[src/design/rsfs_pkg.sv]
// shared types, level constants and lookup functions for the rgb spectral factor split
// used by every module of the pipeline; no dependencies
package rsfs_pkg;

    localparam int unsigned NUM_LVL = 4;
    localparam int unsigned DIV_STG = 4;

    typedef struct packed {
        logic [15:0]      w;
        logic [15:0]      rr;
        logic [15:0]      gg;
        logic [15:0]      bb;
        logic [2:0]       h1;
        logic [2:0]       h2;
        logic [16:0]      f1;
        logic [15:0]      f2;
        logic             pw;
        logic             pc;
        logic [3:0][19:0] ps;
        logic [2:0]       lvl;
        logic [18:0]      l1;
        logic [18:0]      l2;
        logic [18:0]      hi1;
        logic [18:0]      hi2;
        logic [19:0]      lw;
        logic [19:0]      hw;
        logic             bl_full;
        logic             bl_zero;
        logic [19:0]      d;
        logic [19:0]      rem;
        logic [7:0]       q;
        logic [19:0]      f11;
        logic [19:0]      f12;
        logic [19:0]      f21;
        logic [19:0]      f22;
        logic [19:0]      t1;
        logic [19:0]      t2;
        logic [19:0]      t3;
        logic [19:0]      t4;
    } t_item;

    typedef struct packed {
        logic [15:0] white_rest;
        logic [17:0] second_high_weight;
        logic [4:0]  second_high_index;
        logic [17:0] second_low_weight;
        logic [4:0]  second_low_index;
        logic [17:0] first_high_weight;
        logic [4:0]  first_high_index;
        logic [17:0] first_low_weight;
        logic [4:0]  first_low_index;
    } t_result;

    // scale of the spectrum at the next higher white level, zero above the top
    function automatic logic [16:0] hi_recip(input logic [2:0] lvl);
        logic [16:0] v;
        case (lvl)
            3'd0:    v = 17'd36409;
            3'd1:    v = 17'd40960;
            3'd2:    v = 17'd65536;
            3'd3:    v = 17'd109227;
            default: v = 17'd0;
        endcase
        return v;
    endfunction

    function automatic logic [14:0] hi_white(input logic [2:0] lvl);
        logic [14:0] v;
        case (lvl)
            3'd0:    v = 15'd3277;
            3'd1:    v = 15'd6554;
            3'd2:    v = 15'd16384;
            3'd3:    v = 15'd22938;
            default: v = 15'd0;
        endcase
        return v;
    endfunction

    // scale of the lower level spectrum, unity below the first level
    function automatic logic [16:0] lo_recip(input logic [2:0] lvl);
        logic [16:0] v;
        case (lvl)
            3'd0:    v = 17'd32768;
            3'd1:    v = 17'd36409;
            3'd2:    v = 17'd40960;
            3'd3:    v = 17'd65536;
            default: v = 17'd109227;
        endcase
        return v;
    endfunction

    function automatic logic [14:0] lo_white(input logic [2:0] lvl);
        logic [14:0] v;
        case (lvl)
            3'd0:    v = 15'd0;
            3'd1:    v = 15'd3277;
            3'd2:    v = 15'd6554;
            3'd3:    v = 15'd16384;
            default: v = 15'd22938;
        endcase
        return v;
    endfunction

endpackage

[src/design/rsfs_div.sv]
// restoring divider for the blend ratio, two quotient bits per stage over four stages
// depends on rsfs_pkg
module rsfs_div (
    input  logic                 i_clk,
    input  logic                 i_rst_n,
    input  logic                 i_en,
    input  logic                 i_valid,
    input  rsfs_pkg::t_item      i_data,
    output logic                 o_valid,
    output rsfs_pkg::t_item      o_data
);

    logic [rsfs_pkg::DIV_STG-1:0] r_vld;
    rsfs_pkg::t_item    r_st [rsfs_pkg::DIV_STG];
    rsfs_pkg::t_item    n_st [rsfs_pkg::DIV_STG];
    rsfs_pkg::t_item    cur;
    logic [20:0]        sh;

    always_comb begin
        for (int s = 0; s < rsfs_pkg::DIV_STG; s++) begin
            cur = (s == 0) ? i_data : r_st[(s == 0) ? 0 : s - 1];
            for (int k = 0; k < 2; k++) begin
                sh = {cur.rem, 1'b0};
                if (sh >= {1'b0, cur.d}) begin
                    cur.rem = 20'(sh - {1'b0, cur.d});
                    cur.q   = {cur.q[6:0], 1'b1};
                end else begin
                    cur.rem = sh[19:0];
                    cur.q   = {cur.q[6:0], 1'b0};
                end
            end
            n_st[s] = cur;
        end
    end

    always_ff @(posedge i_clk) begin
        if (!i_rst_n) begin
            r_vld <= '0;
        end else if (i_en) begin
            r_vld <= {r_vld[rsfs_pkg::DIV_STG-2:0], i_valid};
        end
    end

    always_ff @(posedge i_clk) begin
        if (i_en) begin
            for (int s = 0; s < rsfs_pkg::DIV_STG; s++) begin
                r_st[s] <= n_st[s];
            end
        end
    end

    assign o_valid = r_vld[rsfs_pkg::DIV_STG-1];
    assign o_data  = r_st[rsfs_pkg::DIV_STG-1];

endmodule

[config.mk]
export PLATFORM = sky130hd
export DESIGN_NAME = rsfs_div
export DESIGN_NICKNAME = d
export VERILOG_FILES = /design/src/design/rsfs_pkg.sv /design/src/design/rsfs_div.sv
export SDC_FILE = /design/constraint.sdc
export NUM_CORES = 2
export LEC_CHECK = 0
export BUFFER_PORTS_ARGS = -buffer_cell sky130_fd_sc_hd__buf_2
export CAP_MARGIN = 25
export CORE_MARGIN = 1
export CORE_UTILIZATION = 45
export DETAILED_ROUTE_END_ITERATION = 16
export MAX_ROUTING_LAYER = met4
export PLACE_DENSITY_LB_ADDON = 0.15
export RECOVER_POWER = 100
export SLEW_MARGIN = 20
export SYNTH_ARGS = -nofsm -noshare
export SYNTH_HDL_FRONTEND = slang
export SYNTH_SLANG_ARGS = --single-unit
[constraint.sdc]
create_clock -name i_clk -period 8.83 [get_ports i_clk]
set_input_delay 1.766 -clock i_clk [delete_from_list [all_inputs] [get_ports i_clk]]
set_output_delay 1.766 -clock i_clk [all_outputs]
set_load 0.02 [all_outputs]
* Word-level counts from Yosys, hierarchy flattened
Memories as Yosys holds them, arrays and structs flattened. Cells that the tools add are included. W data, S select, Z words.
Cells by class: multiply operators 0, shifts and indexed selects 0, add/subtract/negate cells 8, reduce and logical (&&, ||, !) cells 0, bitwise gates (word level) 0, magnitude comparators 8, equal/unequal tests 0, divide/modulo/power cells 0, mux-type cells 10
Operator list (count):
- $mux W28 | 8
- $ge A21 B20 Y1 | 8
- $sub A20 B20 Y20 | 8
- $mux W1 | 2
Storage, ports and cells: bits in registers 4, bits in writable memories 2056, word-level logic and storage cells 28, bits in latches 0, ROM bits 0, output and inout bits 515, input bits 518, memories kept 1
Memories:
- r_st | words 4, width 514, read ports 4, clocked after memory_dff 0, write ports 4, line rsfs_div.sv:14 | rsfs_pkg::t_item r_st [rsfs_pkg::DIV_STG];

* Longest topological paths before layout
An unclocked memory read counts as a cell.
depth in word-level cells 5, depth in mapped cells 23, depth with buffers taken out 21

* Least setup slack after synthesis
No wires, ideal clock.
path kind input to register, start point input i_data[189] (netlist bit), end point memory r_st[0][169] (netlist bit), data pin, slack 1657 ps, data required time 8570 ps, data arrival time 6913 ps, stages on the path 21, buffers on the path 2, setup time 260 ps, cell sequence inv_1 > ha_1 > nor2b_1 > o31a_1 > o41a_1 > o211ai_2 > o2111ai_1 > a211o_1 > clkbuf_1 > mux2_2 > ha_1 > a211o_1 > and3_1 > o41a_1 > o41a_1 > a31o_4 > a221oi_4 > nor2b_1 > a2111oi_4 > buf_6 > mux2_4
RTL lines:
- start, declared | line rsfs_div.sv:8 | input rsfs_pkg::t_item i_data,
- end, declared | line rsfs_div.sv:14

==> metrics <==
status=finished, violations left; failing checks=capacitance limit, slew limit; final setup violation count=0; Bufs on Longest Clock Path=3; First-pass DRT Iterations=6; vias per cell=4.86; largest net degree at the start of global routing=between 150 and 200; Power Dens Cells=roughly 320 mW/mm^2; total CTS buffers=200; Worst-Margin Slew=6.15 ns; GRT overflow=0; Setup TNS=0 ns; core box area=0.156 mm^2; share of the synthesized area in the top cell type=0.865; cell accounting for the most synthesized area=edfxtp_1; asr flop ratio synth=0; leakage=about 30 nW; CTS resizes=0; TritonCTS clock tree=yes; Remaining DRCs=0; wire per inst=a little over 20 um; vias in the first global route=between 30000 and 40000; fin area=roughly 0.085 mm^2; Reg2Reg Capture Point=r_st[1][185]; Max H-tree Level=4; unique cell type count in the Yosys netlist=74; post-synthesis register bit count=2048; synth top area cells=edfxtp_1 (86%), ha_1 (2.8%), mux2_2 (1.4%); clk_skew=0.0812 ns; Max Clk Rate=129 MHz; commonest non-fill, non-tap cell in the layout=edfxtp_1; row cnt=145; routed wire length=141000 um; register-to-register setup slack=1.73 ns; Die Wd=399 um; number of synthesized flops with an enable pin=2044; via count=33400; Iter 0 DRT Violations=between 2000 and 3000; CP endpoint=r_st[0][174]; I/O pin cnt=1033; CP Max Fanout=30; root buf cell=clkbuf_16; Warnings, synthesis=0; period utilisation layout=0.878; type of the worst min-delay path=reg -> reg; max cap viols=17; critical path class=in -> reg; Post-CTS Setup Inserts=0; R2R depth=21; Area growth syn-to-layout=19.7%; Final Hold Violating Endpoints=0; dpl hpwl=99500 um; die area=around 0.16 mm^2; syn_area_per_cell=about 21 um^2; crit start category=input port; dominant synthesized flop cell=edfxtp_1; Rel. slew slack=-3.10; Tot GR Track Use=0.175; initial antenna violation count=64; post-route antenna net violation count=0; Max rail drop VDD=0.000229 V; clock latency on the worst-skew pair=0.82 ns; Critical R2R Launch=r_st[0][189]; clock tree sinks=2048; cell count after synthesis=about 3400; Critical Path Start=i_data[189]; arrival time at the worst endpoint=8.26 ns; hold depth=0; max-slew violations=1650; initial core utilization=0.454; most frequent cells in the layout=edfxtp_1 (2044), clkbuf_1 (591), buf_2 (477); RSZ-0062 raised after global routing=no; Seq/Total Area, Yosys=0.866; Post-DP Area=0.0790 mm^2; PortBufs=1024; Final min period=7.76 ns; nets=5279; Post-Syn Area=0.0710 mm^2; worst endpoint required time=9.33 ns; clock slew at reported path FFs=0.06 ns; gp weighted congestion=0.860; CTS Hold Buffers Added=0; Net Count, Synth=around 4000; Setup crit end kind=flop; Chip Height=about 400 um; global-route wire length before repair=198000 um; layout cells sized above 1=0.188
==> through the flow <==
stage,power (W),cells,setup slack [ns],util,hold slack [ns]
floorplan,0.0168,3370,1.66,-,0.400
global placement,0.0184,6456,1.08,0.505,0.400
detailed placement,0.0185,6457,0.986,0.505,0.405
CTS,0.0272,6829,1.89,0.549,0.344
global route,0.0282,6852,0.801,0.543,0.347
finish,0.0268,6860,1.07,0.543,0.349
==> state kept, by name, summed over array words and instances, names as in the netlist <==
register	count
r_vld	4
r_st	2044
==> critical path: stages <==
cell       delay (ns)
clkbuf_1         0.19
inv_1            0.12
ha_1             0.30
nor2b_1          0.15
o31a_1           0.29
o41a_1           0.38
o211ai_1         0.24
o2111ai_1        0.14
a211o_1          0.28
clkbuf_1         0.57
mux2_1           0.59
ha_1             0.36
a211o_1          0.28
and3_1           0.19
o41a_1           0.34
o41a_1           0.37
a31o_4           0.29
a221oi_4         0.25
nor2b_1          0.11
a2111oi_4        0.31
buf_4            0.36
mux2_4           0.33
==> routing by layer <==
layer  vias to the layer above  GRT usage  routed length [um]
li1                      15800          -                   -
met1                     16300      0.203               54900
met2                      1008      0.294               72200
met3                       289     0.0461                9230
met4                         0     0.0570                4190
met5                         -          -                   0
==> cell type report <==
class / count / area, um^2
antenna: 31 / 77.6
clock buffer: 232 / 5150
clock inverter: 140 / 1670
fill: 12400 / 71400
inverter: 118 / 443
multi-input combinational: 1182 / 8980
sequential: 2048 / 61500
tap: 2058 / 2570
timing repair buffer: 1051 / 4610
==> worst min-delay path by stage <==
stage                      start            to  slack (ns)
detailed placement  r_st[0][105]  r_st[1][105]        0.40
global placement     r_st[1][54]   r_st[2][54]        0.40
global route        r_st[2][126]  r_st[3][126]        0.35
floorplan             r_st[0][0]    r_st[1][0]        0.40
finish              r_st[2][126]  r_st[3][126]        0.35
CTS                 r_st[1][219]  r_st[2][219]        0.34
==> cells by family after synthesis <==
logic type / Yosys count / share of synthesized area
AOI/OAI and AO/OA: 403 / 0.0374
xor gates and xnor gates: 123 / 0.0152
adders and majority gates: 160 / 0.0286
buffers and inverters: 140 / 0.00765
DFF: 2048 / 0.866
muxes: 117 / 0.0190
and+or+nand+nor: 379 / 0.0262
==> Yosys cell counts (29+ instances only) <==
cell / n
a21o_1: 51
a21oi_1: 125
edfxtp_1: 2044
ha_1: 156
inv_1: 116
mux2_2: 91
nand2_1: 75
nand3_1: 29
nor2_1: 119
o21ai_0: 68
xnor2_1: 89
xor2_1: 34
==> power by group <==
part           internal, W  total (W)  switching (W)
registers           0.0119     0.0122       0.000275
clock network      0.00496    0.00856        0.00360
logic              0.00263    0.00603        0.00340
total               0.0195     0.0268        0.00727
No activity file was read; power rests on OpenSTA's default activity.
