<file path="config.mk">
export PLATFORM = sky130hd
export DESIGN_NAME = rsfs_level
export DESIGN_NICKNAME = d
export VERILOG_FILES = /design/src/design/rsfs_pkg.sv /design/src/design/rsfs_level.sv
export SDC_FILE = /design/constraint.sdc
export NUM_CORES = 2
export LEC_CHECK = 0
export BUFFER_PORTS_ARGS = -buffer_cell sky130_fd_sc_hd__buf_4
export CAP_MARGIN = 10
export CORE_MARGIN = 4
export CORE_UTILIZATION = 25
export DETAILED_ROUTE_END_ITERATION = 16
export GPL_ROUTABILITY_DRIVEN = 0
export MAX_ROUTING_LAYER = met4
export PLACE_DENSITY_LB_ADDON = 0.15
export SLEW_MARGIN = 40
export SYNTH_ARGS = -nofsm -noshare
export SYNTH_HDL_FRONTEND = slang
export SYNTH_SLANG_ARGS = --single-unit
</file>
<file path="constraint.sdc">
create_clock -name i_clk -period 10.9 [get_ports i_clk]
set_input_delay 0.545 -clock i_clk [delete_from_list [all_inputs] [get_ports i_clk]]
set_output_delay 0.545 -clock i_clk [all_outputs]
set_load 0.05 [all_outputs]
</file>
<file path="src/design/rsfs_pkg.sv">
// shared types, level constants and lookup functions for the rgb spectral factor split
// used by every module of the pipeline; no dependencies
package rsfs_pkg;

    localparam int unsigned NUM_LVL = 4;
    localparam int unsigned DIV_STG = 4;

    typedef struct packed {
        logic [15:0]      w;
        logic [15:0]      rr;
        logic [15:0]      gg;
        logic [15:0]      bb;
        logic [2:0]       h1;
        logic [2:0]       h2;
        logic [16:0]      f1;
        logic [15:0]      f2;
        logic             pw;
        logic             pc;
        logic [3:0][19:0] ps;
        logic [2:0]       lvl;
        logic [18:0]      l1;
        logic [18:0]      l2;
        logic [18:0]      hi1;
        logic [18:0]      hi2;
        logic [19:0]      lw;
        logic [19:0]      hw;
        logic             bl_full;
        logic             bl_zero;
        logic [19:0]      d;
        logic [19:0]      rem;
        logic [7:0]       q;
        logic [19:0]      f11;
        logic [19:0]      f12;
        logic [19:0]      f21;
        logic [19:0]      f22;
        logic [19:0]      t1;
        logic [19:0]      t2;
        logic [19:0]      t3;
        logic [19:0]      t4;
    } t_item;

    typedef struct packed {
        logic [15:0] white_rest;
        logic [17:0] second_high_weight;
        logic [4:0]  second_high_index;
        logic [17:0] second_low_weight;
        logic [4:0]  second_low_index;
        logic [17:0] first_high_weight;
        logic [4:0]  first_high_index;
        logic [17:0] first_low_weight;
        logic [4:0]  first_low_index;
    } t_result;

    // scale of the spectrum at the next higher white level, zero above the top
    function automatic logic [16:0] hi_recip(input logic [2:0] lvl);
        logic [16:0] v;
        case (lvl)
            3'd0:    v = 17'd36409;
            3'd1:    v = 17'd40960;
            3'd2:    v = 17'd65536;
            3'd3:    v = 17'd109227;
            default: v = 17'd0;
        endcase
        return v;
    endfunction

    function automatic logic [14:0] hi_white(input logic [2:0] lvl);
        logic [14:0] v;
        case (lvl)
            3'd0:    v = 15'd3277;
            3'd1:    v = 15'd6554;
            3'd2:    v = 15'd16384;
            3'd3:    v = 15'd22938;
            default: v = 15'd0;
        endcase
        return v;
    endfunction

    // scale of the lower level spectrum, unity below the first level
    function automatic logic [16:0] lo_recip(input logic [2:0] lvl);
        logic [16:0] v;
        case (lvl)
            3'd0:    v = 17'd32768;
            3'd1:    v = 17'd36409;
            3'd2:    v = 17'd40960;
            3'd3:    v = 17'd65536;
            default: v = 17'd109227;
        endcase
        return v;
    endfunction

    function automatic logic [14:0] lo_white(input logic [2:0] lvl);
        logic [14:0] v;
        case (lvl)
            3'd0:    v = 15'd0;
            3'd1:    v = 15'd3277;
            3'd2:    v = 15'd6554;
            3'd3:    v = 15'd16384;
            default: v = 15'd22938;
        endcase
        return v;
    endfunction

endpackage

</file>
<file path="src/design/rsfs_level.sv">
// level stages: lower and higher spectrum weights, their white, divider operands
// depends on rsfs_pkg
module rsfs_level (
    input  logic                 i_clk,
    input  logic                 i_rst_n,
    input  logic                 i_en,
    input  logic                 i_valid,
    input  rsfs_pkg::t_item      i_data,
    output logic                 o_valid,
    output rsfs_pkg::t_item      o_data
);

    logic [2:0]      r_vld;
    rsfs_pkg::t_item r_s0, r_s1, r_s2;
    rsfs_pkg::t_item n_s0, n_s1, n_s2;

    logic [33:0] p_l1, p_l2, p_h1, p_h2;
    logic [34:0] p_lw, p_hw;
    logic [19:0] nume;

    always_comb begin
        n_s0 = i_data;
        p_l1 = 34'(i_data.f1) * 34'(rsfs_pkg::lo_recip(i_data.lvl));
        p_l2 = 34'(i_data.f2) * 34'(rsfs_pkg::lo_recip(i_data.lvl));
        p_h1 = 34'(i_data.f1) * 34'(rsfs_pkg::hi_recip(i_data.lvl));
        p_h2 = 34'(i_data.f2) * 34'(rsfs_pkg::hi_recip(i_data.lvl));
        n_s0.l1  = p_l1[33:15];
        n_s0.l2  = p_l2[33:15];
        n_s0.hi1 = p_h1[33:15];
        n_s0.hi2 = p_h2[33:15];

        n_s1 = r_s0;
        p_lw = 35'(20'(r_s0.l1) + 20'(r_s0.l2)) * 35'(rsfs_pkg::lo_white(r_s0.lvl));
        p_hw = 35'(20'(r_s0.hi1) + 20'(r_s0.hi2)) * 35'(rsfs_pkg::hi_white(r_s0.lvl));
        n_s1.lw = p_lw[34:15];
        n_s1.hw = p_hw[34:15];

        n_s2 = r_s1;
        nume = r_s1.hw - {4'd0, r_s1.w};
        n_s2.d       = r_s1.hw - r_s1.lw;
        n_s2.bl_zero = (r_s1.hw > r_s1.lw) && (r_s1.hw <= {4'd0, r_s1.w});
        n_s2.bl_full = !(r_s1.hw > r_s1.lw)
                       || ((r_s1.hw > {4'd0, r_s1.w}) && (nume >= n_s2.d));
        n_s2.rem     = nume;
        n_s2.q       = '0;
    end

    always_ff @(posedge i_clk) begin
        if (!i_rst_n) begin
            r_vld <= '0;
        end else if (i_en) begin
            r_vld <= {r_vld[1:0], i_valid};
        end
    end

    always_ff @(posedge i_clk) begin
        if (i_en) begin
            r_s0 <= n_s0;
            r_s1 <= n_s1;
            r_s2 <= n_s2;
        end
    end

    assign o_valid = r_vld[2];
    assign o_data  = r_s2;

endmodule

</file>
== Yosys cells after proc, flatten, opt, wreduce, memory -nomap -nowiden ==
Cells that the tools add are included.
Widths: inputs -> output; s select.
Word-level totals
  register bits after elaboration: 1391
  input port bits: 518
  output and inout port bits: 515
  word-level logic and storage cells: 120
Operators by class
  add/subtract/negate cells: 4
  multiply operators: 6
  magnitude comparators: 4
  eq/ne operators: 6
  mux-type cells: 4
  reductions and logical operators: 6
Operators by type and width (count)
  $pmux 17 s4: 2
  $pmux 15 s4: 2
  $mul 20x15->35: 2
  $mul 17x17->34: 2
  $mul 16x17->33: 2
  $add 19x18->20: 2
  $ge 20x20->1: 1
  $gt 20x16->1: 1
  $gt 20x20->1: 1
  $le 20x16->1: 1
  $sub 20x16->20: 1
  $sub 20x20->20: 1
  $eq 3x2->1 const B: 4
  $eq 3x1->1 const B: 2
  $logic_not 3->1: 2
  $logic_and 1x1->1: 2
  $logic_not 1->1: 1
  $logic_or 1x1->1: 1

== Logic depth before layout (Yosys ltp) ==
  depth after elaboration: 4
  depth in mapped cells: 34
  mapped depth without buffers: 34

== Least setup slack after synthesis ==
OpenSTA, ideal clock, no wires.
  path type: flip-flop to flip-flop
  start point: reg r_s0, in the netlist n_s1[250]
  end point: reg r_s1, in the netlist n_s2[229] (data pin)
  setup time: 0.260 ns
  arrival time: 7.789 ns
  data required time: 10.640 ns
  path slack: 2.851 ns
  cell stages (with the launch flop): 32
  buffers on the path: 0
  period minus slack after synthesis: 8.049 ns
  cells stage by stage: edfxtp_1 > ha_1 > inv_1 > fa_1 > nor2b_1 > o31ai_2 > a21oi_1 > a221o_1 > a211o_1 > a21oi_1 > xor2_1 > or2_2 > inv_1 > fa_1 > fa_1 > fa_1 > fa_1 > fa_1 > inv_1 > fa_1 > inv_1 > ha_1 > o21a_1 > o21ai_1 > a21oi_1 > or4_1 > o211ai_2 > o21ai_1 > o41a_1 > a21o_1 > a21oi_2 > xnor2_1
RTL lines
  start: declaration: RTL line rsfs_level.sv:14  | rsfs_pkg::t_item r_s0, r_s1, r_s2;
  start signal: assignment: RTL line rsfs_level.sv:58  | r_s0 <= n_s0;
  end signal: assignment: RTL line rsfs_level.sv:59  | r_s1 <= n_s1;
  end: declaration: RTL line rsfs_level.sv:14

==> results.sh <==
export IMPL_die_x_um=597.0
export IMPL_critPathRequiredTime_ps=11470
export IMPL_area_delta_synth_final_pct=24.22
export IMPL_grt_pass1_vias=54165
export IMPL_seq_area_frac_synth_pct=48.13
export IMPL_hold_violations=0
export IMPL_setup_tns_ps=0
export IMPL_hpwl_um=216300
export IMPL_crit_path_max_fanout=4
export IMPL_rows=216
export IMPL_reg2reg_from="n_s1[251]$_DFFE_PP_"
export IMPL_clock_latency_ps=840
export IMPL_cp_buffers_inverters=3
export IMPL_max_slew_margin_pct=46.31
export IMPL_min_period_ps=8998
export IMPL_finalCritPeriodShare_pct=82.55
export IMPL_crit_type="reg2reg"
export IMPL_synth_warnings=0
export IMPL_r2r_slack_ps=1900
export IMPL_reg2reg_depth=31
export IMPL_status="finished, final reports clean"
export IMPL_synth_edf_count=1388
export IMPL_clk_pin_slew_ps=60
export IMPL_cts_tree="built"
export IMPL_final_nets=9969
export IMPL_die_area_mm2=0.3564
export IMPL_finalSetupViolCount=0
export IMPL_worstPathArrival_ps=9570
export IMPL_hold_class="in2reg"
export IMPL_vias=50125
export IMPL_htree_num_levels=4
export IMPL_cts_made_buffers=169
export IMPL_syn_avg_cell_area_um2=13.80
export IMPL_synth_main_ff_cell="edfxtp_1"
export IMPL_cts_resized=0
export IMPL_overflow=0
export IMPL_finClkSkew_ps=52.25
export IMPL_drive_above_1_share_pct=16.00
export IMPL_firstDrtPassIters=5
export IMPL_synth_area_mm2=0.08672
export IMPL_root_buffer="clkbuf_16"
export IMPL_critPathLaunchType="flip-flop"
export IMPL_tightestPinTransition_ps=805.4
export IMPL_ys_types=80
export IMPL_final_common_cell="edfxtp_1"
export IMPL_remaining_drc_errors=0
export IMPL_grtUsageTotal_pct=14.97
export IMPL_cp_top_family="adder cells"
export IMPL_vias_per_cell=4.070
export IMPL_routed_wirelength_um=262900
export IMPL_cp_common_cell="fa_1"
export IMPL_hold_path_end="n_s1[420]$_DFFE_PP_"
export IMPL_cpMaxStageDelayCell="fa_1"
export IMPL_synthArstFlopShare_pct=0
export IMPL_clock_sinks=1391
export IMPL_core_mm2=0.3459
export IMPL_grt_pass1_wl_um=380600
export IMPL_hold_depth=1
export IMPL_rsz0062_at_grt="false"
export IMPL_layout_common_cells="edfxtp_1 (1388), inv_1 (1355), ha_1 (1010)"
export IMPL_start_util_pct=25.07
export IMPL_slew_viol_final=0
export IMPL_die_h_um=597.0
export IMPL_clock_path_buffers=4
export IMPL_synth_cells=6283
export IMPL_hp_start="i_data[420]"
export IMPL_antenna_found_initial=31
export IMPL_max_stage_delay_ps=610
export IMPL_endpoint_kind="flip-flop"
export IMPL_grt_max_degree=166
export IMPL_dp_slack_ps=1744
export IMPL_drtAntennaViolNets=0
export IMPL_place_port_buffers=856
export IMPL_layout_setup_ws_ps=1902
export IMPL_ys_ff_latch=1391
export IMPL_wl_per_cell_um=21.34
export IMPL_timing_max_cap_violations=0
export IMPL_ios=1033
export IMPL_reg2reg_to="n_s2[229]$_DFFE_PP_"
export IMPL_dr_first_iter_drc_count=2816
export IMPL_clock_fmax_mhz=111.1
cell type report:
cell class	instances	area [um^2]
clock inverters	106	970.9
inverters	1355	5086
multi-input cells	3444	39600
repair buffers	1217	10170
diodes	26	65.06
flip-flops and latches	1391	41740
well taps	4578	5728
clock buffers	200	4367
fillers	34929	238200
cells in the mapped netlist, types with 36 or more instances:
cell type	instances	area (um^2)
edfxtp_1	1388	41680
inv_1	1355	5086
and3_1	46	287.8
nand2b_1	36	225.2
xor2_1	78	683.2
ha_1	1010	12640
o21ai_0	70	350.3
fa_1	863	17280
or2_2	57	356.6
nor2_1	206	773.2
clkbuf_1	91	341.6
a21oi_1	134	670.6
and2_1	278	1739
a21o_1	72	540.5
nand2_1	139	521.8
xnor2_1	109	954.7
nor2b_1	64	400.4
registers in the layout, summed over array words and instances (netlist names):
name and count:
r_vld 3, o_data 504, n_s2 462, n_s1 422
how the worst max path moves through the flow:
stage | start | to | cells after the start
3_5_place_dp | n_s1[251]$_DFFE_PP_ | n_s2[229]$_DFFE_PP_ | 31
3_3_place_gp | n_s1[251]$_DFFE_PP_ | n_s2[229]$_DFFE_PP_ | 31
6_report | n_s1[251]$_DFFE_PP_ | n_s2[229]$_DFFE_PP_ | 31
5_1_grt | n_s1[251]$_DFFE_PP_ | n_s2[229]$_DFFE_PP_ | 30
4_1_cts | n_s1[251]$_DFFE_PP_ | n_s2[229]$_DFFE_PP_ | 31
2_1_floorplan | n_s1[250]$_DFFE_PP_ | n_s2[229]$_DFFE_PP_ | 31
metal layers:
layer	global-route usage (%)	part of all wire (%)
met5	-	0
met4	3.453	2.5
met3	2.686	5.1
met2	25.99	51
met1	18.07	42
kinds of logic after synthesis:
group                    share of synthesized area (%)
flip-flops                                       48.13
multiplexers                                   0.05771
AND/OR/NAND/NOR                                  5.770
AO/OA/AOI/OAI                                    3.275
adder cells (fa/ha/maj)                          34.49
XOR/XNOR                                         1.920
buffers and inverters                            6.351
other                                         0.004324
metrics by stage:
| step | cells | util (%) | hold WS (ps) | instance area [um^2] |
|---|---|---|---|---|
| floorplan | 6292 | - | 400.3 | 86760 |
| global placement | 11653 | 28.57 | 400.2 | 98820 |
| detailed placement | 11657 | 28.61 | 404.5 | 98970 |
| CTS | 12287 | 31.09 | 0.3221 | 107600 |
| global route | 12309 | 31.14 | 24.82 | 107700 |
| finish | 12317 | 31.14 | 82.10 | 107700 |
what timing repair did:
item | in CTS | in global routing
setup buffers | 0 | 0
hold buffers | 324 | 0
endpoints found under the hold margin | 325 | 0
endpoints found under the setup margin | 0 | 0
Power is not shown: default switching activity piles up to over one toggle a cycle in this logic, so the estimate is an artifact.
