## src/design/rsfs_pkg.sv

```systemverilog
// shared types, level constants and lookup functions for the rgb spectral factor split
// used by every module of the pipeline; no dependencies
package rsfs_pkg;

    localparam int unsigned NUM_LVL = 4;
    localparam int unsigned DIV_STG = 4;

    typedef struct packed {
        logic [15:0]      w;
        logic [15:0]      rr;
        logic [15:0]      gg;
        logic [15:0]      bb;
        logic [2:0]       h1;
        logic [2:0]       h2;
        logic [16:0]      f1;
        logic [15:0]      f2;
        logic             pw;
        logic             pc;
        logic [3:0][19:0] ps;
        logic [2:0]       lvl;
        logic [18:0]      l1;
        logic [18:0]      l2;
        logic [18:0]      hi1;
        logic [18:0]      hi2;
        logic [19:0]      lw;
        logic [19:0]      hw;
        logic             bl_full;
        logic             bl_zero;
        logic [19:0]      d;
        logic [19:0]      rem;
        logic [7:0]       q;
        logic [19:0]      f11;
        logic [19:0]      f12;
        logic [19:0]      f21;
        logic [19:0]      f22;
        logic [19:0]      t1;
        logic [19:0]      t2;
        logic [19:0]      t3;
        logic [19:0]      t4;
    } t_item;

    typedef struct packed {
        logic [15:0] white_rest;
        logic [17:0] second_high_weight;
        logic [4:0]  second_high_index;
        logic [17:0] second_low_weight;
        logic [4:0]  second_low_index;
        logic [17:0] first_high_weight;
        logic [4:0]  first_high_index;
        logic [17:0] first_low_weight;
        logic [4:0]  first_low_index;
    } t_result;

    // scale of the spectrum at the next higher white level, zero above the top
    function automatic logic [16:0] hi_recip(input logic [2:0] lvl);
        logic [16:0] v;
        case (lvl)
            3'd0:    v = 17'd36409;
            3'd1:    v = 17'd40960;
            3'd2:    v = 17'd65536;
            3'd3:    v = 17'd109227;
            default: v = 17'd0;
        endcase
        return v;
    endfunction

    function automatic logic [14:0] hi_white(input logic [2:0] lvl);
        logic [14:0] v;
        case (lvl)
            3'd0:    v = 15'd3277;
            3'd1:    v = 15'd6554;
            3'd2:    v = 15'd16384;
            3'd3:    v = 15'd22938;
            default: v = 15'd0;
        endcase
        return v;
    endfunction

    // scale of the lower level spectrum, unity below the first level
    function automatic logic [16:0] lo_recip(input logic [2:0] lvl);
        logic [16:0] v;
        case (lvl)
            3'd0:    v = 17'd32768;
            3'd1:    v = 17'd36409;
            3'd2:    v = 17'd40960;
            3'd3:    v = 17'd65536;
            default: v = 17'd109227;
        endcase
        return v;
    endfunction

    function automatic logic [14:0] lo_white(input logic [2:0] lvl);
        logic [14:0] v;
        case (lvl)
            3'd0:    v = 15'd0;
            3'd1:    v = 15'd3277;
            3'd2:    v = 15'd6554;
            3'd3:    v = 15'd16384;
            default: v = 15'd22938;
        endcase
        return v;
    endfunction

endpackage

```

## src/design/rsfs_front.sv

```systemverilog
// front stages: common white removal, hue pick, white level products and level search
// depends on rsfs_pkg
module rsfs_front (
    input  logic                 i_clk,
    input  logic                 i_rst_n,
    input  logic                 i_en,
    input  logic                 i_valid,
    input  logic [15:0]          i_red,
    input  logic [15:0]          i_green,
    input  logic [15:0]          i_blue,
    output logic                 o_valid,
    output rsfs_pkg::t_item      o_data
);

    logic [3:0]      r_vld;
    rsfs_pkg::t_item r_s0, r_s1, r_s2, r_s3;
    rsfs_pkg::t_item n_s0, n_s1, n_s2, n_s3;

    function automatic rsfs_pkg::t_item hue_pick(input rsfs_pkg::t_item x);
        rsfs_pkg::t_item y;
        logic [16:0] r, g, b;
        y = x;
        r = {1'b0, x.rr};
        g = {1'b0, x.gg};
        b = {1'b0, x.bb};
        if (r >= g && r >= b) begin
            if (g > b) begin
                if (r - g > g) begin
                    y.h1 = 3'd0; y.f1 = r; y.h2 = 3'd2; y.f2 = g[15:0];
                end else begin
                    y.h1 = 3'd1; y.f1 = g; y.h2 = 3'd0; y.f2 = 16'(r - g);
                end
            end else if (r - (b >> 1) > b) begin
                y.h1 = 3'd0; y.f1 = r; y.h2 = 3'd4; y.f2 = b[15:0];
            end else begin
                y.h1 = 3'd5;
                if (r > (b >> 1)) begin
                    y.h2 = 3'd0; y.f1 = b; y.f2 = 16'(r - (b >> 1));
                end else begin
                    y.h2 = 3'd4; y.f1 = r << 1; y.f2 = 16'(b - (r << 1));
                end
            end
        end else if (g >= r && g >= b) begin
            if (r > b) begin
                if (g - r > r) begin
                    y.h1 = 3'd2; y.f1 = g; y.h2 = 3'd0; y.f2 = r[15:0];
                end else begin
                    y.h1 = 3'd1; y.f1 = r; y.h2 = 3'd2; y.f2 = 16'(g - r);
                end
            end else if (g - b > b) begin
                y.h1 = 3'd2; y.f1 = g; y.h2 = 3'd4; y.f2 = b[15:0];
            end else begin
                y.h1 = 3'd3; y.f1 = b; y.h2 = 3'd2; y.f2 = 16'(g - b);
            end
        end else begin
            if (r > g) begin
                if (b - (r >> 1) > (r >> 1)) begin
                    y.h1 = 3'd4; y.f1 = b; y.h2 = 3'd0; y.f2 = r[15:0];
                end else begin
                    y.h1 = 3'd5;
                    if (r > (b >> 1)) begin
                        y.h2 = 3'd0; y.f1 = b; y.f2 = 16'(r - (b >> 1));
                    end else begin
                        y.h2 = 3'd4; y.f1 = r << 1; y.f2 = 16'(b - (r << 1));
                    end
                end
            end else if (b - g > g) begin
                y.h1 = 3'd4; y.f1 = b; y.h2 = 3'd2; y.f2 = g[15:0];
            end else begin
                y.h1 = 3'd3; y.f1 = g; y.h2 = 3'd4; y.f2 = 16'(b - g);
            end
        end
        y.pw = (y.f1 == 17'd0) && (y.f2 == 16'd0);
        y.pc = (x.w == 16'd0);
        return y;
    endfunction

    logic [15:0] mn;
    logic [17:0] sum;
    logic [34:0] prod_a [4];
    logic [34:0] prod_b [4];
    logic [19:0] add_v  [4];

    always_comb begin
        mn = (i_red < i_green) ? i_red : i_green;
        if (i_blue < mn) begin
            mn = i_blue;
        end
        n_s0 = '0;
        n_s0.w  = mn;
        n_s0.rr = i_red - mn;
        n_s0.gg = i_green - mn;
        n_s0.bb = i_blue - mn;

        n_s1 = hue_pick(r_s0);

        n_s2 = r_s1;
        sum = 18'(r_s1.f1) + 18'(r_s1.f2);
        for (int i = 0; i < rsfs_pkg::NUM_LVL; i++) begin
            prod_a[i] = 35'(sum) * 35'(rsfs_pkg::hi_recip(3'(i)));
            n_s2.ps[i] = prod_a[i][34:15];
        end

        n_s3 = r_s2;
        n_s3.lvl = 3'd4;
        for (int i = rsfs_pkg::NUM_LVL - 1; i >= 0; i--) begin
            prod_b[i] = 35'(r_s2.ps[i]) * 35'(rsfs_pkg::hi_white(3'(i)));
            add_v[i]  = prod_b[i][34:15];
            if (add_v[i] > {4'd0, r_s2.w}) begin
                n_s3.lvl = 3'(i);
            end
        end
    end

    always_ff @(posedge i_clk) begin
        if (!i_rst_n) begin
            r_vld <= '0;
        end else if (i_en) begin
            r_vld <= {r_vld[2:0], i_valid};
        end
    end

    always_ff @(posedge i_clk) begin
        if (i_en) begin
            r_s0 <= n_s0;
            r_s1 <= n_s1;
            r_s2 <= n_s2;
            r_s3 <= n_s3;
        end
    end

    assign o_valid = r_vld[3];
    assign o_data  = r_s3;

endmodule

```

## config.mk

```make
export PLATFORM = sky130hd
export DESIGN_NAME = rsfs_front
export DESIGN_NICKNAME = d
export VERILOG_FILES = /design/src/design/rsfs_pkg.sv /design/src/design/rsfs_front.sv
export SDC_FILE = /design/constraint.sdc
export NUM_CORES = 2
export LEC_CHECK = 0
export CORE_ASPECT_RATIO = 0.75
export CORE_UTILIZATION = 40
export DETAILED_ROUTE_END_ITERATION = 8
export DONT_BUFFER_PORTS = 1
export PLACE_DENSITY = 0.67
export REMOVE_ABC_BUFFERS = 1
export SYNTH_ARGS = -nofsm -noshare
export SYNTH_HDL_FRONTEND = slang
export SYNTH_SLANG_ARGS = --single-unit
```

## constraint.sdc

```tcl
create_clock -name i_clk -period 8.8 [get_ports i_clk]
set_clock_uncertainty 0.15 [all_clocks]
set_input_delay 2.64 -clock i_clk [delete_from_list [all_inputs] [get_ports i_clk]]
set_output_delay 2.64 -clock i_clk [all_outputs]
set_load 0.01 [all_outputs]
```

-- After elaboration in Yosys (flattened, before gate mapping)
Cells that the tools add are included.
- flip-flop bits (word level): 542
- input port bits: 52
- latch bits: 0
- ROM bits: 0
- output and inout bits: 515
- memories kept: 0
- memory bits (writable): 0
- divide/modulo/power cells: 0
- bitwise gates (word level): 0
- $add $sub $neg: 11
- shift operators: 0
- order comparisons: 20
- reductions and logical operators: 8
- multiply operators: 6
- mux-type cells: 17
- eq/ne operators: 0
- operators by type and width (kind ; count):
    39-bit two-way mux ; 7
    37-bit two-way mux ; 3
    17-bit by 16-bit greater-than comparator with 1-bit output ; 6
    16-bit by 16-bit subtractor with 17-bit output ; 4
    16-bit >= comparator ; 4
    20-bit by 12-bit multiplier with 32-bit output, second input constant ; 2
    16-bit subtractor ; 4
    16-bit greater-than comparator ; 3
    38-bit two-way mux ; 1
    18-bit by 16-bit greater-than comparator with 1-bit output ; 2
    36-bit two-way mux ; 1
    18-bit by 17-bit multiplier with 35-bit output, second input constant ; 1
    18-bit by 16-bit multiplier with 34-bit output, second input constant ; 1
    20-bit by 14-bit multiplier with 34-bit output, second input constant ; 1
    16-bit by 15-bit subtractor with 17-bit output ; 2
    16-bit zero test ; 2
    16-bit < comparator ; 2
    16-bit two-way mux ; 2
    18-bit by 3-bit multiplier with 21-bit output, second input constant ; 1
    20-bit by 16-bit greater-than comparator with 1-bit output ; 1
    17-bit by 16-bit adder with 18-bit output ; 1
    17-bit by 15-bit greater-than comparator with 1-bit output ; 1
    17-bit zero test ; 1
    16-bit by 15-bit greater-than comparator with 1-bit output ; 1
    other kinds (6) ; 8

-- Longest topological paths before layout
- word-level depth: 8
- depth in mapped cells: 40

-- Worst setup path before layout
Ideal clock, no wire load.
- kind: input-to-reg
- start point: in i_green[1]
- end point: reg r_s0, in the netlist n_s1[464], data pin
- path buffers: 3
- data arrival time: 8.921 ns
- path slack: -0.529 ns
- setup time: 0.258 ns
- cell stages on the path: 38
- data required time: 8.392 ns
- cell sequence: inv_1 -> ha_1 -> a21o_1 -> a21o_1 -> a21oi_1 -> o21ai_1 -> a211o_1 -> a211o_1 -> clkbuf_1 -> clkbuf_1 -> mux2i_1 -> ha_1 -> a21o_1 -> a21o_1 -> a21oi_1 -> nor2b_1 -> o21ai_0 -> a21oi_1 -> [... 2 more ...] -> clkbuf_1 -> a21oi_1 -> ha_1 -> inv_1 -> fa_1 -> a21o_1 -> a21oi_1 -> o21bai_1 -> a21oi_1 -> nor2b_1 -> o21a_1 -> o21ai_0 -> nand2b_1 -> a21oi_1 -> o21ai_0 -> a21o_1 -> a21oi_1 -> xnor2_1
- RTL lines (item ; line ; text):
    start: declaration ; rsfs_front.sv:9 ; input logic [15:0] i_green,
    end signal: assignment ; rsfs_front.sv:125 ; r_s0 <= n_s0;
    end: declaration ; rsfs_front.sv:16 ; rsfs_pkg::t_item r_s0, r_s1, r_s2, r_s3;

==> flow_summary.json <==
{
  "run_status": "finished, violations left",
  "failed_checks": "slew limit",
  "startpoint_type": "flip-flop",
  "diodes": 0,
  "synth.area.top_cells": "edfxtp_1, ha_1, fa_1, inv_1, buf_4",
  "synth-simple-area-share_pct": 6.808,
  "worstPathArrival_ps": 8760,
  "die-area_um2": 144800,
  "hold_path.class": "flip-flop to flip-flop",
  "synth_area_per_cell_um2": 10.56,
  "yosys_warnings": 0,
  "synth_adder_area_share_pct": 37.69,
  "worstPathMaxFanout": 8,
  "seqCellArea_um2": 16030,
  "crit_slowest_cell": "fa_1",
  "muxShareOfSynthArea_pct": 1.674,
  "hpwlAfterDp_um": 140700,
  "critPathTopFamily": "adder cells",
  "antenna_left": 0,
  "portBuffers": 0,
  "area_growth_pct": 8.875,
  "track_usage_pct": 23.70,
  "final_cell_mix": "ha_1, inv_1, edfxtp_1",
  "min_period_ps": 8444,
  "ys_seq_area_share_pct": 27.96,
  "synth_edf_count": 531,
  "clk_latency_ps": 730,
  "max_cap_violations": 0,
  "layout_commonest_cell": "ha_1",
  "fmaxAchievable_mhz": 118.4,
  "die_w_um": 439.1,
  "core_area_um2": 141300,
  "fin_nets": 7184,
  "stdcell_count": 7599,
  "vias": 40630,
  "numCtsBuffers": 60,
  "wl_per_cell_um": 22.83,
  "syn_inst": 5426,
  "drt_iter0_markers": 3770,
  "fillers": 13180,
  "grt_max_degree": 536,
  "antenna_found_initial": 9,
  "wl_um": 173500,
  "synth_top_family_by_area": "adder cells",
  "placedCellCount": 7471,
  "ios": 567,
  "period_share_pct": 95.96,
  "hold_violations": 0,
  "drc": 0,
  "viasPerCell": 5.346,
  "synth_flop_cell": "edfxtp_1",
  "cts_tree": "done",
  "ys_seq_elements": 535,
  "die_y_um": 329.9,
  "yosysTopAreaCell": "edfxtp_1",
  "critPathCaptureType": "flip-flop",
  "drv_slew": 378,
  "firstDrtPassIters": 7,
  "path_buf_inv": 4,
  "cts_sinks": 535,
  "design_area_um2": 62410,
  "synth_top_area_share_pct": 27.82,
  "synth_cell_type_count": 99,
  "synthArstFlopShare_pct": 0,
  "relSlewSlack_pct": -93.50,
  "cts_buffer_depth": 3,
  "globalRouteOverflowTotal": 0,
  "crit_required_ps": 9120,
  "synth_xor_area_share_pct": 3.697,
  "start_util_pct": 40.57,
  "h-tree-depth": 2,
  "drive_gt1_share_pct": 8.630,
  "critPathMaxStageDelay_ps": 550,
  "globalplace.congestion": 1.023,
  "fp-row-count": 119,
  "clk_pin_slew_worst_paths_ps": 60,
  "grt_pass1_wl_um": 256700,
  "multi_input_area_um2": 36470,
  "root_buffer": "clkbuf_16",
  "tightest_slew_ps": 2902,
  "crit_type": "flip-flop to flip-flop",
  "synth_compound_area_share_pct": 11.13,
  "dpl_cell_area_um2": 60070,
  "setup_violations": 0,
  "grt_pass1_vias": 39930,
  "synth_area_um2": 57320
}
==> per-layer routing <==
metal  vias to the layer above  global-route usage, %  wire length, um  part of all wire (%)
li1                      18640                      -                -                     -
met1                     20060                  33.76            77540                    45
met2                      1626                  35.28            74280                    43
met3                       305                  5.935            16080                   9.3
met4                         4                  7.135             5592                   3.2
met5                         -                      0               26                 0.015
==> registers in the layout, indices dropped and copies added (netlist names) <==
signal,cells
o_data,183
n_s2,104
n_s1,64
r_vld,4
n_s3,180
==> area by class of cell <==
cell class | count | area share, %
clock buffers | 69 | 2.460
clock inverters | 43 | 0.7638
inverters | 894 | 5.377
multi-input cells | 3893 | 58.44
flip-flops and latches | 535 | 25.68
well taps | 1875 | 3.759
repair buffers | 290 | 3.528
==> synthesized netlist by cell type, drive strengths merged (17+ instances only) <==
cell,number
nor3,63
a211o,22
nand4,50
and2,21
nand2,205
nand3,65
o21bai,40
inv,894
o211ai,30
a21oi,290
nor2b,53
xnor2,157
ha,1010
a21o,101
fa,448
mux2i,76
and3,17
o21ai,184
xor2,85
mux2,17
clkbuf,45
edfxtp,531
buf,390
nor4,17
nor2,202
o21a,68
a211oi,54
nand2b,26
a22oi,20
and4,17
a31oi,26
==> what timing repair did <==
action | CTS | global route
cloned | 0 | 0
setup buffers | 0 | 16
resized for setup | 5 | 50
endpoints found under the setup margin | 5 | 29
pin swaps | 0 | 21
hold buffers | 0 | 0
==> worst reg2reg max path: cells and delay by family (launching register included) <==
family	cells	cell delay, ps
fa+ha+maj	8	3420
xor+xnor	2	280
buf+inv	4	560
compound gates	14	2460
flops	1	430
simple gates	5	930
==> kinds of logic (layout without fill, tap and decap cells) <==
kind of cell / count (synthesis) / after routing
adder cells (fa/ha/maj): 1458 / 1458
buffers and inverters: 1329 / 1296
AO/OA/AOI/OAI: 978 / 978
AND/OR/NAND/NOR: 790 / 790
flip-flops: 535 / 535
XOR/XNOR: 242 / 242
multiplexers: 93 / 93
other: 1 / 332
==> metrics by stage <==
step	setup slack [ps]	setup TNS [ps]	util [%]	hold WS, ps
after floorplan	-1503	-26420	-	250.3
after global placement	-370.4	-3569	42.51	250.3
after detailed placement	-388.6	-3671	42.51	254.5
after CTS	47.18	0	43.95	221.5
after global routing	-66.95	-84.97	44.17	225.1
final	355.7	0	44.17	231.3
==> final timing paths <==
| kind | startpoint | slack [ps] | cells past startpoint | to |
|---|---|---|---|---|
| max | n_s2[412] | 360 | 33 | n_s3[347] |
| min | n_s3[424] | 230 | 0 | o_data[424] |
| max reg2reg | n_s2[412] | 360 | 33 | n_s3[347] |
| min reg2reg | n_s3[424] | 230 | 0 | o_data[424] |
Power is left out: the tool's default activity adds up to more than one toggle a clock period on the data nets, which glitch-free logic cannot reach.
