==> src/design/rsfs_pkg.sv <==
// shared types, level constants and lookup functions for the rgb spectral factor split
// used by every module of the pipeline; no dependencies
package rsfs_pkg;

    localparam int unsigned NUM_LVL = 4;
    localparam int unsigned DIV_STG = 4;

    typedef struct packed {
        logic [15:0]      w;
        logic [15:0]      rr;
        logic [15:0]      gg;
        logic [15:0]      bb;
        logic [2:0]       h1;
        logic [2:0]       h2;
        logic [16:0]      f1;
        logic [15:0]      f2;
        logic             pw;
        logic             pc;
        logic [3:0][19:0] ps;
        logic [2:0]       lvl;
        logic [18:0]      l1;
        logic [18:0]      l2;
        logic [18:0]      hi1;
        logic [18:0]      hi2;
        logic [19:0]      lw;
        logic [19:0]      hw;
        logic             bl_full;
        logic             bl_zero;
        logic [19:0]      d;
        logic [19:0]      rem;
        logic [7:0]       q;
        logic [19:0]      f11;
        logic [19:0]      f12;
        logic [19:0]      f21;
        logic [19:0]      f22;
        logic [19:0]      t1;
        logic [19:0]      t2;
        logic [19:0]      t3;
        logic [19:0]      t4;
    } t_item;

    typedef struct packed {
        logic [15:0] white_rest;
        logic [17:0] second_high_weight;
        logic [4:0]  second_high_index;
        logic [17:0] second_low_weight;
        logic [4:0]  second_low_index;
        logic [17:0] first_high_weight;
        logic [4:0]  first_high_index;
        logic [17:0] first_low_weight;
        logic [4:0]  first_low_index;
    } t_result;

    // scale of the spectrum at the next higher white level, zero above the top
    function automatic logic [16:0] hi_recip(input logic [2:0] lvl);
        logic [16:0] v;
        case (lvl)
            3'd0:    v = 17'd36409;
            3'd1:    v = 17'd40960;
            3'd2:    v = 17'd65536;
            3'd3:    v = 17'd109227;
            default: v = 17'd0;
        endcase
        return v;
    endfunction

    function automatic logic [14:0] hi_white(input logic [2:0] lvl);
        logic [14:0] v;
        case (lvl)
            3'd0:    v = 15'd3277;
            3'd1:    v = 15'd6554;
            3'd2:    v = 15'd16384;
            3'd3:    v = 15'd22938;
            default: v = 15'd0;
        endcase
        return v;
    endfunction

    // scale of the lower level spectrum, unity below the first level
    function automatic logic [16:0] lo_recip(input logic [2:0] lvl);
        logic [16:0] v;
        case (lvl)
            3'd0:    v = 17'd32768;
            3'd1:    v = 17'd36409;
            3'd2:    v = 17'd40960;
            3'd3:    v = 17'd65536;
            default: v = 17'd109227;
        endcase
        return v;
    endfunction

    function automatic logic [14:0] lo_white(input logic [2:0] lvl);
        logic [14:0] v;
        case (lvl)
            3'd0:    v = 15'd0;
            3'd1:    v = 15'd3277;
            3'd2:    v = 15'd6554;
            3'd3:    v = 15'd16384;
            default: v = 15'd22938;
        endcase
        return v;
    endfunction

endpackage

==> src/design/rsfs_mix.sv <==
// mix stages: blended weights, white of each spectrum, residual white and result select
// depends on rsfs_pkg
module rsfs_mix (
    input  logic                 i_clk,
    input  logic                 i_rst_n,
    input  logic                 i_en,
    input  logic                 i_valid,
    input  rsfs_pkg::t_item      i_data,
    output logic                 o_valid,
    output rsfs_pkg::t_result    o_data
);

    logic [2:0]        r_vld;
    rsfs_pkg::t_item   r_s0, r_s1;
    rsfs_pkg::t_item   n_s0, n_s1;
    rsfs_pkg::t_result r_res, n_res;

    function automatic logic [19:0] sub_clip(input logic [19:0] a, input logic [19:0] s);
        return (a > s) ? a - s : 20'd0;
    endfunction

    logic [8:0]  bl, inv;
    logic [27:0] m11, m12, m21, m22;
    logic [34:0] p1, p2, p3, p4;
    logic [19:0] wv;
    logic [4:0]  c11, c21;

    always_comb begin
        n_s0 = i_data;
        bl  = i_data.bl_full ? 9'd256 : (i_data.bl_zero ? 9'd0 : {1'b0, i_data.q});
        inv = 9'd256 - bl;
        m11 = 28'(i_data.l1)  * 28'(bl);
        m12 = 28'(i_data.hi1) * 28'(inv);
        m21 = 28'(i_data.l2)  * 28'(bl);
        m22 = 28'(i_data.hi2) * 28'(inv);
        n_s0.f11 = m11[27:8];
        n_s0.f12 = m12[27:8];
        n_s0.f21 = m21[27:8];
        n_s0.f22 = m22[27:8];

        n_s1 = r_s0;
        p1 = 35'(r_s0.f11) * 35'(rsfs_pkg::lo_white(r_s0.lvl));
        p2 = 35'(r_s0.f12) * 35'(rsfs_pkg::hi_white(r_s0.lvl));
        p3 = 35'(r_s0.f21) * 35'(rsfs_pkg::lo_white(r_s0.lvl));
        p4 = 35'(r_s0.f22) * 35'(rsfs_pkg::hi_white(r_s0.lvl));
        n_s1.t1 = p1[34:15];
        n_s1.t2 = p2[34:15];
        n_s1.t3 = p3[34:15];
        n_s1.t4 = p4[34:15];

        n_res = '0;
        wv    = '0;
        c11 = 5'(r_s1.h1) + 5'(r_s1.lvl) * 5'd6;
        c21 = 5'(r_s1.h2) + 5'(r_s1.lvl) * 5'd6;
        if (r_s1.pw) begin
            n_res.white_rest = r_s1.w;
        end else if (r_s1.pc) begin
            n_res.first_low_index   = 5'(r_s1.h1);
            n_res.first_low_weight  = 18'(r_s1.f1);
            n_res.second_low_index  = 5'(r_s1.h2);
            n_res.second_low_weight = 18'(r_s1.f2);
        end else if (r_s1.lvl == 3'd4) begin
            n_res.first_low_index   = c11;
            n_res.first_low_weight  = r_s1.l1[17:0];
            n_res.second_low_index  = c21;
            n_res.second_low_weight = r_s1.l2[17:0];
            wv = sub_clip({4'd0, r_s1.w}, r_s1.lw);
            n_res.white_rest = wv[15:0];
        end else begin
            n_res.first_low_index    = c11;
            n_res.first_low_weight   = r_s1.f11[17:0];
            n_res.first_high_index   = c11 + 5'd6;
            n_res.first_high_weight  = r_s1.f12[17:0];
            n_res.second_low_index   = c21;
            n_res.second_low_weight  = r_s1.f21[17:0];
            n_res.second_high_index  = c21 + 5'd6;
            n_res.second_high_weight = r_s1.f22[17:0];
            wv = sub_clip({4'd0, r_s1.w}, r_s1.t1);
            wv = sub_clip(wv, r_s1.t2);
            wv = sub_clip(wv, r_s1.t3);
            wv = sub_clip(wv, r_s1.t4);
            n_res.white_rest = wv[15:0];
        end
    end

    always_ff @(posedge i_clk) begin
        if (!i_rst_n) begin
            r_vld <= '0;
        end else if (i_en) begin
            r_vld <= {r_vld[1:0], i_valid};
        end
    end

    always_ff @(posedge i_clk) begin
        if (i_en) begin
            r_s0  <= n_s0;
            r_s1  <= n_s1;
            r_res <= n_res;
        end
    end

    assign o_valid = r_vld[2];
    assign o_data  = r_res;

endmodule

==> config.mk <==
export PLATFORM = sky130hd
export DESIGN_NAME = rsfs_mix
export DESIGN_NICKNAME = d
export VERILOG_FILES = /design/src/design/rsfs_pkg.sv /design/src/design/rsfs_mix.sv
export SDC_FILE = /design/constraint.sdc
export NUM_CORES = 2
export LEC_CHECK = 0
export BUFFER_PORTS_ARGS = -buffer_cell sky130_fd_sc_hd__buf_2
export CAP_MARGIN = 5
export CELL_PAD_IN_SITES_DETAIL_PLACEMENT = 0
export CELL_PAD_IN_SITES_GLOBAL_PLACEMENT = 1
export CORE_ASPECT_RATIO = 0.7
export CORE_UTILIZATION = 40
export CTS_BUF_LIST = sky130_fd_sc_hd__clkbuf_8
export CTS_CLUSTER_DIAMETER = 50
export DETAILED_ROUTE_END_ITERATION = 10
export GPL_TIMING_DRIVEN = 0
export PLACE_DENSITY = 0.78
export SLEW_MARGIN = 20
export SYNTH_ARGS = -nofsm -noshare
export SYNTH_HDL_FRONTEND = slang
export SYNTH_SLANG_ARGS = --single-unit
export TNS_END_PERCENT = 5
==> constraint.sdc <==
create_clock -name i_clk -period 29.5 [get_ports i_clk]
set_clock_uncertainty 0.15 [all_clocks]
set_input_delay 8.85 -clock i_clk [delete_from_list [all_inputs] [get_ports i_clk]]
set_output_delay 8.85 -clock i_clk [all_outputs]
set_load 0.02 [all_outputs]
== After elaboration in Yosys (flattened, before gate mapping) ==
Index checks and enable logic that the tools add are counted.
Cells by class
  $add $sub $neg: 10
  multipliers: 9
  order comparisons: 5
  equal/unequal tests: 4
  multiplexer cells: 17
  reduce and logical (&&, ||, !) cells: 3
Operator list (count)
  $mul 20x15->35: 4
  $pmux 15 s4: 2
  $mul 19x9->28: 4
  $mux 23: 3
  $mux 16: 4
  $gt 20x20->1: 3
  $mux 20: 3
  $gt 16x20->1: 2
  $sub 20x20->20: 2
  $mux 39: 1
  $sub 16x16->16: 2
  $mux 22: 1
  $mux 21: 1
  $sub 16x20->20: 1
  $add 3x5->5: 2
  $add 5x3->5 const B: 2
  $mux 9: 1
  $sub 9x9->9 const A: 1
  $mux 8: 1
  $eq 3x2->1 const B: 2
  $mul 3x2->4 const B: 1
  $eq 3x1->1 const B: 1
  $eq 3x3->1 const B: 1
  $logic_not 3->1: 1
  other kinds (2): 2
Word-level totals
  register bits after elaboration: 575
  bits of input ports: 518
  output and inout bits: 109
  word-level logic and storage cells: 96

== Longest topological paths before layout ==
  depth in word-level cells: 11
  mapped depth: 48
  gate-level depth less buffers: 45

== Worst setup path after synthesis ==
No wires, ideal clock.
  path kind: in2reg
  start point: input i_data[209] (netlist bit)
  end point: register r_s0 (netlist bit n_s1[139]) (data pin)
  setup time: 0.266 ns
  arrival time: 14.714 ns
  required time: 29.084 ns
  slack: 14.370 ns
  stages: 26
  buffers on the path: 4
  cell sequence: buf_6 -> nor2_1 -> and2_1 -> clkbuf_1 -> nor2_1 -> nand3_1 -> nor2_1 -> xnor2_1 -> clkbuf_1 -> clkbuf_1 -> nand2_1 -> fa_1 -> fa_1 -> inv_1 -> fa_1 -> fa_1 -> ha_1 -> a221o_1 -> a31oi_1 -> o31ai_2 -> o2111a_1 -> a21oi_2 -> o21ai_1 -> a21o_1 -> o41ai_1 -> xnor2_1
Between the ends
  cells in the longest elaborated chain, start to end: 3
Ends and longest elaborated chain
  start: declaration: RTL line rsfs_mix.sv:8  | input rsfs_pkg::t_item i_data,
  $mux 9: RTL line rsfs_mix.sv:30  | bl = i_data.bl_full ? 9'd256 : (i_data.bl_zero ? 9'd0 : {1'b0, i_data.q});
  $sub 9x9->9: RTL line rsfs_mix.sv:31  | inv = 9'd256 - bl;
  $mul 19x9->28: RTL line rsfs_mix.sv:33  | m12 = 28'(i_data.hi1) * 28'(inv);
  via m12[27]: RTL line rsfs_mix.sv:23  | logic [27:0] m11, m12, m21, m22;
  end signal: assignment: RTL line rsfs_mix.sv:96  | r_s0 <= n_s0;
  end: declaration: RTL line rsfs_mix.sv:14  | rsfs_pkg::t_item r_s0, r_s1;
The timed path passes the listed nets, and every way through them passes these cells.
A chain may end at the register's enable or synchronous reset.

== Worst setup path in the final report ==
  start point: input i_data[208] (netlist bit)
  end point: register r_s0 (netlist bit n_s1[138]) (data pin)
Between the ends
  cells in the longest elaborated chain, start to end: 4
Ends and longest elaborated chain (RTL line)
  $mux 8: rsfs_mix.sv:30
  $mux 9: rsfs_mix.sv:30
  $sub 9x9->9: rsfs_mix.sv:31
  $mul 19x9->28: rsfs_mix.sv:33
  via m12[26]: rsfs_mix.sv:23
The timed path passes the listed nets, and every way through them passes these cells.

==> run_results.csv <==
group,metric,value,unit
setup_path,ff2ff_path_depth,46,
synthesis,synth_top_area_cell,"fa_1",
timing,fin_crit,16530,ps
synthesis,synth_edf_count,572,
min_path,hp-start,"n_s1[410]",
clocking,clkLatencyLatePin,830,ps
synthesis,ys_seq_elements,575,
clocking,hold_buffers,0,
setup_path,worstPathArrival,16940,ps
floorplanning,die_area,0.184,mm2
job,max_cap_viol_count,0,
drt,drt_iter0_drc,4172,
synthesis,async_flop_share,0,
clocking,cts_buffer_depth,3,
synthesis,netlist_area,0.0728,mm2
synthesis,synth_seq_area_share,0.237,
timing,max_slew_margin,0.256,
synthesis,ys_warn_count,0,
global_route,antenna_found_initial,22,
final_layout,syn_to_final_growth,9.05,%
setup_path,r2r_end,"o_data[101]",
drt,routed_via_density,5.08,
timing,slew_violations,0,
global_route,grt_pass1_vias,51700,
drt,vias,50000,
clocking,cts.clk_slew.worst_paths,70,ps
clocking,cts_htree_levels,3,
timing,final.setup.tns,0,ps
synthesis,ys.flop_type,"edfxtp_1",
setup_path,rrSetupSlack,16140,ps
setup_path,end_kind,"flop",
synthesis,syn_inst,7019,
floorplanning,start_util,0.404,
clocking,clock-sinks,575,
synthesis,yosysUniqueCellTypes,81,
drt,routed_wl,208000,um
synthesis,yosysTopAreaCellShare,0.322,
final_layout,nets,9923,
synthesis,synth_area_leaders,"fa_1 (32%), edfxtp_1 (24%), ha_1 (15%)",
global_route,grt_max_degree,109,
floorplanning,die_h,359,um
drt,dr.pass1.iters,6,
timing,final_hold_viol_count,0,
drt,drc,0,
drt,detail-route-antenna-nets,0,
clocking,numCtsBuffers,101,
setup_path,r2r-start,"r_s1[498]",
synthesis,post_synth.cell_area_avg,10.4,um2
timing,worst_pin_slew,1120,ps
min_path,whs_endpoint,"r_s1[410]",
clocking,cts_resized,0,
global_route,grt_pass1_wl,315000,um
clocking,post_cts_buffers,0,
placed_design,placed_cell_area,0.0772,mm2
setup_path,cp_max_fo,10,
setup_path,setup.worst_path.class,"primary input to flop",
floorplanning,coreArea,0.180,mm2
final_layout,final_cell_area,0.0794,mm2
min_path,hp-class,"flop to flop",
min_path,holdPathStages,0,
placed_design,portBuffers,246,
status,outcome,"complete, no violations",
drt,wl_per_cell,21.2,um
final_layout,layout-drive-gt1-share,0.0621,
placed_design,place_congestion,0.949,
timing,finalSetupViolCount,0,
timing,rsz0062_at_grt,"no",
clocking,root_buffer,"clkbuf_8",
floorplanning,num_io_pins,627,
synthesis,synthTopCellsByCount,"inv_1 (1663), fa_1 (1170), ha_1 (859), nand2_1 (668), edfxtp_1 (572)",
global_route,track_usage,0.228,
placed_design,dp_hpwl,176000,um
clocking,cts_tree,"done",
timing,max_freq,60.5,MHz
timing,timing.final.crit_share,0.560,
global_route,overflow,0,
floorplanning,rows,130,
synthesis,yosysMostFrequentCell,"inv_1",
setup_path,crit_required,29910,ps
setup_path,cp-start-kind,"primary input",
floorplanning,die_x,512,um
## registers in the layout, indices dropped and copies added, names as in the netlist
register,count
r_vld,3
r_s1,268
o_data,108
n_s1,196
## layout make-up
type	instances	area (um2)
sequential	575	17200
antenna	10	25.0
buffer	210	810
clock buffer	102	1400
fill	17100	101000
multi-input combinational	4572	48500
timing repair buffer	253	1430
clock inverter	83	742
inverter	1663	6240
tap	2376	2970
## stage by stage
step	setup slack [ps]	std cells	utilization	hold WS, ps
3_3_place_gp	9830	9642	0.427	250
5_1_grt	12530	9841	0.441	271
3_5_place_dp	12160	9649	0.429	255
6_report	12970	9844	0.441	265
2_1_floorplan	14370	7020	-	250
4_1_cts	13010	9834	0.441	265
## metal layers
metal | vias up | part of all wire | GRT usage
li1 | 22800 | - | -
met1 | 25300 | 0.48 | 0.350
met2 | 1731 | 0.41 | 0.324
met3 | 191 | 0.094 | 0.0571
met4 | 2 | 0.017 | 0.0419
met5 | - | 0.000062 | 0
## cells by family (layout without fill, tap and decap cells)
family	count (synthesis)	count (layout)	synth area share
fa+ha+maj	2029	2029	0.470
mux	8	8	0.00110
simple gates	1691	1691	0.114
compound gates	626	626	0.0559
buf+inv	1873	2311	0.0969
other cells	1	12	0.0000515
flops	575	575	0.237
xor+xnor	216	216	0.0260
## cells in the final DEF, fill, tap and decap left out, types with 31 or more instances in the layout
| cell | n |
|---|---|
| nor3_1 | 68 |
| fa_1 | 1170 |
| o21a_1 | 57 |
| nand3_1 | 65 |
| and2_1 | 294 |
| and3_1 | 174 |
| a21o_1 | 86 |
| buf_2 | 254 |
| xnor2_1 | 138 |
| xor2_1 | 78 |
| ha_1 | 859 |
| nor2_1 | 222 |
| o21ai_0 | 80 |
| nor2b_1 | 79 |
| nand2_1 | 668 |
| inv_1 | 1676 |
| edfxtp_1 | 572 |
| clkbuf_1 | 144 |
| buf_1 | 54 |
| a21oi_1 | 227 |
| clkbuf_8 | 102 |
| a211oi_1 | 31 |
## worst max-delay path by stage
stage                     end        start  depth (start not counted)  slack [ps]
floorplan           n_s1[139]  i_data[209]                         26       14370
global placement     r_vld[0]         i_en                          3        9830
detailed placement  n_s1[138]  i_data[208]                         26       12160
CTS                 n_s1[138]  i_data[208]                         26       13010
global route        n_s1[138]  i_data[208]                         26       12530
finish              n_s1[138]  i_data[208]                         26       12970
## critical path, stage by stage
cell and delay, ps:
buf_2 150, nor2_1 660, and2_1 220, clkbuf_1 500
nor2_1 170, nand4_1 170, nor3_1 70, xnor2_1 280
clkbuf_1 550, clkbuf_1 580, nand2_1 170, fa_1 520
fa_1 500, inv_1 50, fa_1 510, fa_1 420
ha_1 310, a221o_1 320, a31oi_1 230, o31ai_2 160
o2111a_1 300, a21oi_2 300, o21ai_1 220, a211o_1 330
a21oi_1 180, xnor2_1 220
Power is not shown: default switching activity piles up to over one toggle a cycle in this logic, so the estimate is an artifact.
